`src/design/quaternion_alu_top_macros.svh`:
```
// ----------------------------------------------------------------------------
// Quaternion ALU assertion macros
// Shared checking macros; defining NO_ASSERTIONS compiles them away.
// ----------------------------------------------------------------------------
`ifndef QUATERNION_ALU_TOP_MACROS_SVH
`define QUATERNION_ALU_TOP_MACROS_SVH
`ifndef NO_ASSERTIONS
// condition holds at every clock edge out of reset
`define QALU_CHECK(label, cond) \
  label: assert property (@(posedge clk) disable iff (rst) (cond)) \
    else $error("qalu check failed");
// condition in one cycle implies a condition in the next
`define QALU_NEXT(label, pre, post) \
  label: assert property (@(posedge clk) disable iff (rst) (pre) |=> (post)) \
    else $error("qalu check failed");
`else
`define QALU_CHECK(label, cond)
`define QALU_NEXT(label, pre, post)
`endif
`endif

```
`src/design/qalu_pkg.sv`:
```
// ----------------------------------------------------------------------------
// Quaternion ALU package
// Command codes, queue depth and the control group passed front to back.
// ----------------------------------------------------------------------------
package qalu_pkg;

  localparam int CMD_W      = 4;
  localparam int FIFO_DEPTH = 4;

  typedef enum logic [CMD_W-1:0] {
    CMD_ADD   = 4'd0,
    CMD_SUB   = 4'd1,
    CMD_NEG   = 4'd2,
    CMD_CONJ  = 4'd3,
    CMD_MUL   = 4'd4,
    CMD_INV   = 4'd5,
    CMD_ROT   = 4'd6,
    CMD_MAT   = 4'd7,
    CMD_LEN   = 4'd8,
    CMD_LENSQ = 4'd9
  } cmd_t;

  // control that travels with every item
  typedef struct packed {
    cmd_t cmd;
    logic degen;
  } item_ctl_t;

endpackage

```
`src/design/qalu_fifo.sv`:
```
// ----------------------------------------------------------------------------
// Quaternion ALU item queue
// Short register queue that decouples the front end from the back end.
// ----------------------------------------------------------------------------
`include "quaternion_alu_top_macros.svh"
module qalu_fifo import qalu_pkg::*; #(
  parameter int DW    = 8,
  parameter int DEPTH = FIFO_DEPTH
) (
  input  logic          clk,
  input  logic          rst,
  input  logic          push,
  input  logic [DW-1:0] wdata,
  input  logic          pop,
  output logic [DW-1:0] rdata,
  output logic          full,
  output logic          empty
);

  localparam int AW = $clog2(DEPTH);
  localparam int CW = $clog2(DEPTH + 1);

  logic [DW-1:0] mem [DEPTH];
  logic [AW-1:0] wptr, rptr;
  logic [CW-1:0] count;

  assign full  = (count == CW'(DEPTH));
  assign empty = (count == '0);
  assign rdata = mem[rptr];

  // pointers and fill level
  always_ff @(posedge clk) begin
    if (rst) begin
      wptr  <= '0;
      rptr  <= '0;
      count <= '0;
    end else begin
      if (push) wptr <= (wptr == AW'(DEPTH - 1)) ? '0 : wptr + 1'b1;
      if (pop)  rptr <= (rptr == AW'(DEPTH - 1)) ? '0 : rptr + 1'b1;
      if (push && !pop)      count <= count + 1'b1;
      else if (pop && !push) count <= count - 1'b1;
    end
  end

  // storage
  always_ff @(posedge clk) begin
    if (push) mem[wptr] <= wdata;
  end

  `QALU_CHECK(a_no_overflow, !(push && full))
  `QALU_CHECK(a_no_underflow, !(pop && empty))

endmodule

```
`config.mk`:
```
export PLATFORM = sky130hd
export DESIGN_NAME = qalu_fifo
export DESIGN_NICKNAME = d
export VERILOG_FILES = /design/src/design/qalu_pkg.sv /design/src/design/qalu_fifo.sv
export VERILOG_INCLUDE_DIRS = /design/src /design/src/design
export SDC_FILE = /design/constraint.sdc
export NUM_CORES = 1
export LEC_CHECK = 0
export BUFFER_PORTS_ARGS = -buffer_cell sky130_fd_sc_hd__buf_2
export CAP_MARGIN = 20
export CORE_MARGIN = 2
export CORE_UTILIZATION = 54
export CTS_CLUSTER_DIAMETER = 150
export CTS_CLUSTER_SIZE = 24
export DETAILED_ROUTE_END_ITERATION = 10
export PLACE_DENSITY = 0.76
export SLEW_MARGIN = 20
export SYNTH_ARGS = -nofsm -noshare
export SYNTH_HDL_FRONTEND = slang
export SYNTH_SLANG_ARGS = --single-unit
```
`constraint.sdc`:
```
create_clock -name clk -period 4.3 [get_ports clk]
set_input_delay 0.43 -clock clk [delete_from_list [all_inputs] [get_ports clk]]
set_output_delay 0.43 -clock clk [all_outputs]
set_load 0.02 [all_outputs]
```
==> results.yml <==
outcome:
  status: "finished clean"
floorplanning:
  die_width_um: 58.4
  rows: 19
  die_y_um: 58.4
  dieArea_um2: 3410
  initial_utilization_pct: 57.4
  fp.coreArea_um2: 2780
  boundaryPins: 22
sta:
  max_slew.worst_pin.slew_ps: 526
  clock.fmax_mhz: 459
  hold_violations: 0
  fin_crit_sh_pct: 50.7
  max_slew_margin_pct: 64.9
  skew_ps: 13.3
  final.setup.tns_ps: 0
  final_max_slew_viol_count: 0
  min_period_ps: 2180
  setup_violations: 0
  rsz0062_at_grt: "no"
  fin_ws_ps: 2120
power:
  p_seq_share_pct: 60.5
  power_density_nw_per_um2: 430
  p_int_mw: 0.593
  clkPwrFrac_pct: 27.0
  fin_total_pwr_mw: 0.773
  pwr-share-comb_pct: 12.5
  switching_share_pct: 23.2
  p_leak_nw: 0.674
  ir_drop_v: 0.000341
  p_sw_mw: 0.180
synth:
  synth_cells: 86
  ys.flop_type: "edfxtp_1"
  synth_edf_count: 32
  synth.distinct_cells: 17
  ys_seq_elements: 41
  syn_nets: 105
  synthTopCellsByArea: "edfxtp_1 (60%), dfxtp_1 (11%), mux4_2 (11%)"
  yosys.area.top_type: "edfxtp_1"
  synth_top_area_share_pct: 60.1
  yosysMostFrequentCell: "edfxtp_1"
  async_flop_share_pct: 0
  syn_area_per_cell_um2: 18.6
  synth.cell_area_um2: 1600
  ys_seq_area_share_pct: 71.4
  synth_warnings: 0
  synth_commonest_cells: "edfxtp_1 (32), dfxtp_1 (9), mux4_2 (8), nor2_1 (7), ha_1 (6)"
layout:
  antennaDiodeCount: 0
  drive_above_1_share_pct: 31.9
  fin_cells: 144
  fin_nets: 131
  post-route-util_pct: 64.6
  area_growth_pct: 12.5
detailed_routing:
  drc: 0
  drt_iter0_drc: 17
  ant_nets: 0
  wire_per_inst_um: 15.4
  wl_um: 2220
  vias: 784
  drtPass1Iterations: 4
  routed_via_density: 5.44
grt:
  grt_max_degree: 14
  gr-total-overflow: 0
  grt_pass1_vias: 821
  grt_pass1_wl_um: 3680
  grt_usage_pct: 15.3
  antenna_found_initial: 0
placed_design:
  place_congestion: 0.641
  io_buffers: 21
  placed_cells: 136
  dp_hpwl_um: 1600
  post-place-ws_ps: 2400
worst_setup_path:
  slowest_stage: "dfxtp_1"
  path_class: "flop to output pin"
  path_max_fanout: 8
  worst-endpoint-required_ps: 3870
  cp_cell_sequence: "mux4_2, buf_2"
  worstPathArrival_ps: 1750
  start_kind: "flop"
  slowest_delay_ps: 660
  timing.rr.start: "count[0]$_SDFFE_PP0P_"
  setup.worst_path.end_class: "output pin"
clocking:
  ctsResizeCount: 0
  numCtsBuffers: 5
  cts.path.max_buffers: 2
  clk_pin_slew_ps: 120
  clk_latency_ps: 340
  htree_levels: 2
  cts_sinks: 41
  post_cts.repair.setup_buffers: 0
  cts_root_buffer: "clkbuf_4"
  cts_hold_buffers: 0
  cts_tree: "done"
job:
  maxCapViolCount: 0
min_path:
  min-delay-start: "wdata[6]"
  min_path_type: "input pin to flop"
-- cell families (layout without fill, tap and decap cells) --
| group | after synthesis | count (layout) | share of synthesized area, % |
|---|---|---|---|
| mux | 12 | 12 | 13.8 |
| buf+inv | 6 | 33 | 1.96 |
| fa+ha+maj | 7 | 7 | 5.95 |
| compound gates | 3 | 3 | 0.939 |
| xor+xnor | 2 | 2 | 1.10 |
| simple gates | 15 | 15 | 4.85 |
| flops | 41 | 41 | 71.4 |
-- registers in the layout, indices dropped and copies added (netlist names), named ones only --
name	count
mem	32
count	3
wptr	2
rptr	2
-- critical path, delay by kind of cell (launching register included) --
| kind | cells | cell delay (ps) |
|---|---|---|
| buf+inv | 1 | 170 |
| mux | 1 | 580 |
| flops | 1 | 660 |
-- power groups by stage --
stage	registers, mW	logic, mW	clock network (mW)
3_5_place_dp	0.477	0.0976	0
4_1_cts	0.468	0.0983	0.217
5_1_grt	0.471	0.107	0.233
2_1_floorplan	0.468	0.0733	0
3_3_place_gp	0.475	0.0944	0
6_report	0.467	0.0968	0.209
-- final timing paths --
kind                           end  cells after the start  slack (ps)
max reg2reg  count[2]$_SDFFE_PP0P_                      4        2830
max                       rdata[2]                      2        2120
min reg2reg  count[2]$_SDFFE_PP0P_                      2         500
min            mem[1][6]$_DFFE_PP_                      1         300
-- through the flow --
stage / hold WS [ps] / cell area [µm²]
2_1_floorplan: 460 / 1600
3_3_place_gp: 478 / 1730
3_5_place_dp: 494 / 1730
4_1_cts: 288 / 1800
5_1_grt: 282 / 1800
6_report: 303 / 1800
-- final cells by class --
cell class | instances | area [µm²]
Sequential cell | 41 | 1140
Inverter | 4 | 15.0
Multi-Input combinational cell | 39 | 425
Timing Repair Buffer | 21 | 105
Tap cell | 31 | 38.8
Fill cell | 180 | 985
Clock buffer | 7 | 66.3
Clock inverter | 1 | 5.00
-- layer usage --
metal	global-route usage [%]	vias to the layer above	routed length [µm]
met5	0	-	0
met4	7.97	0	46
met3	5.71	5	127
met2	24.9	19	1120
met1	17.8	379	923
li1	-	381	-
-- cells in the final DEF, fill, tap and decap left out, drive strengths merged --
cell type,Yosys,layout
xor2,2,2
o21ai,1,1
buf,1,21
edfxtp,32,32
and2,4,4
nor3b,2,2
clkbuf,1,7
ha,6,6
a21oi,2,2
or3,1,1
clkinv,0,1
mux2i,4,4
nor2,7,7
fa,1,1
inv,4,4
mux4,8,8
dfxtp,9,9
nor3,1,1
Note: power is estimated with default switching activity, not from simulation.
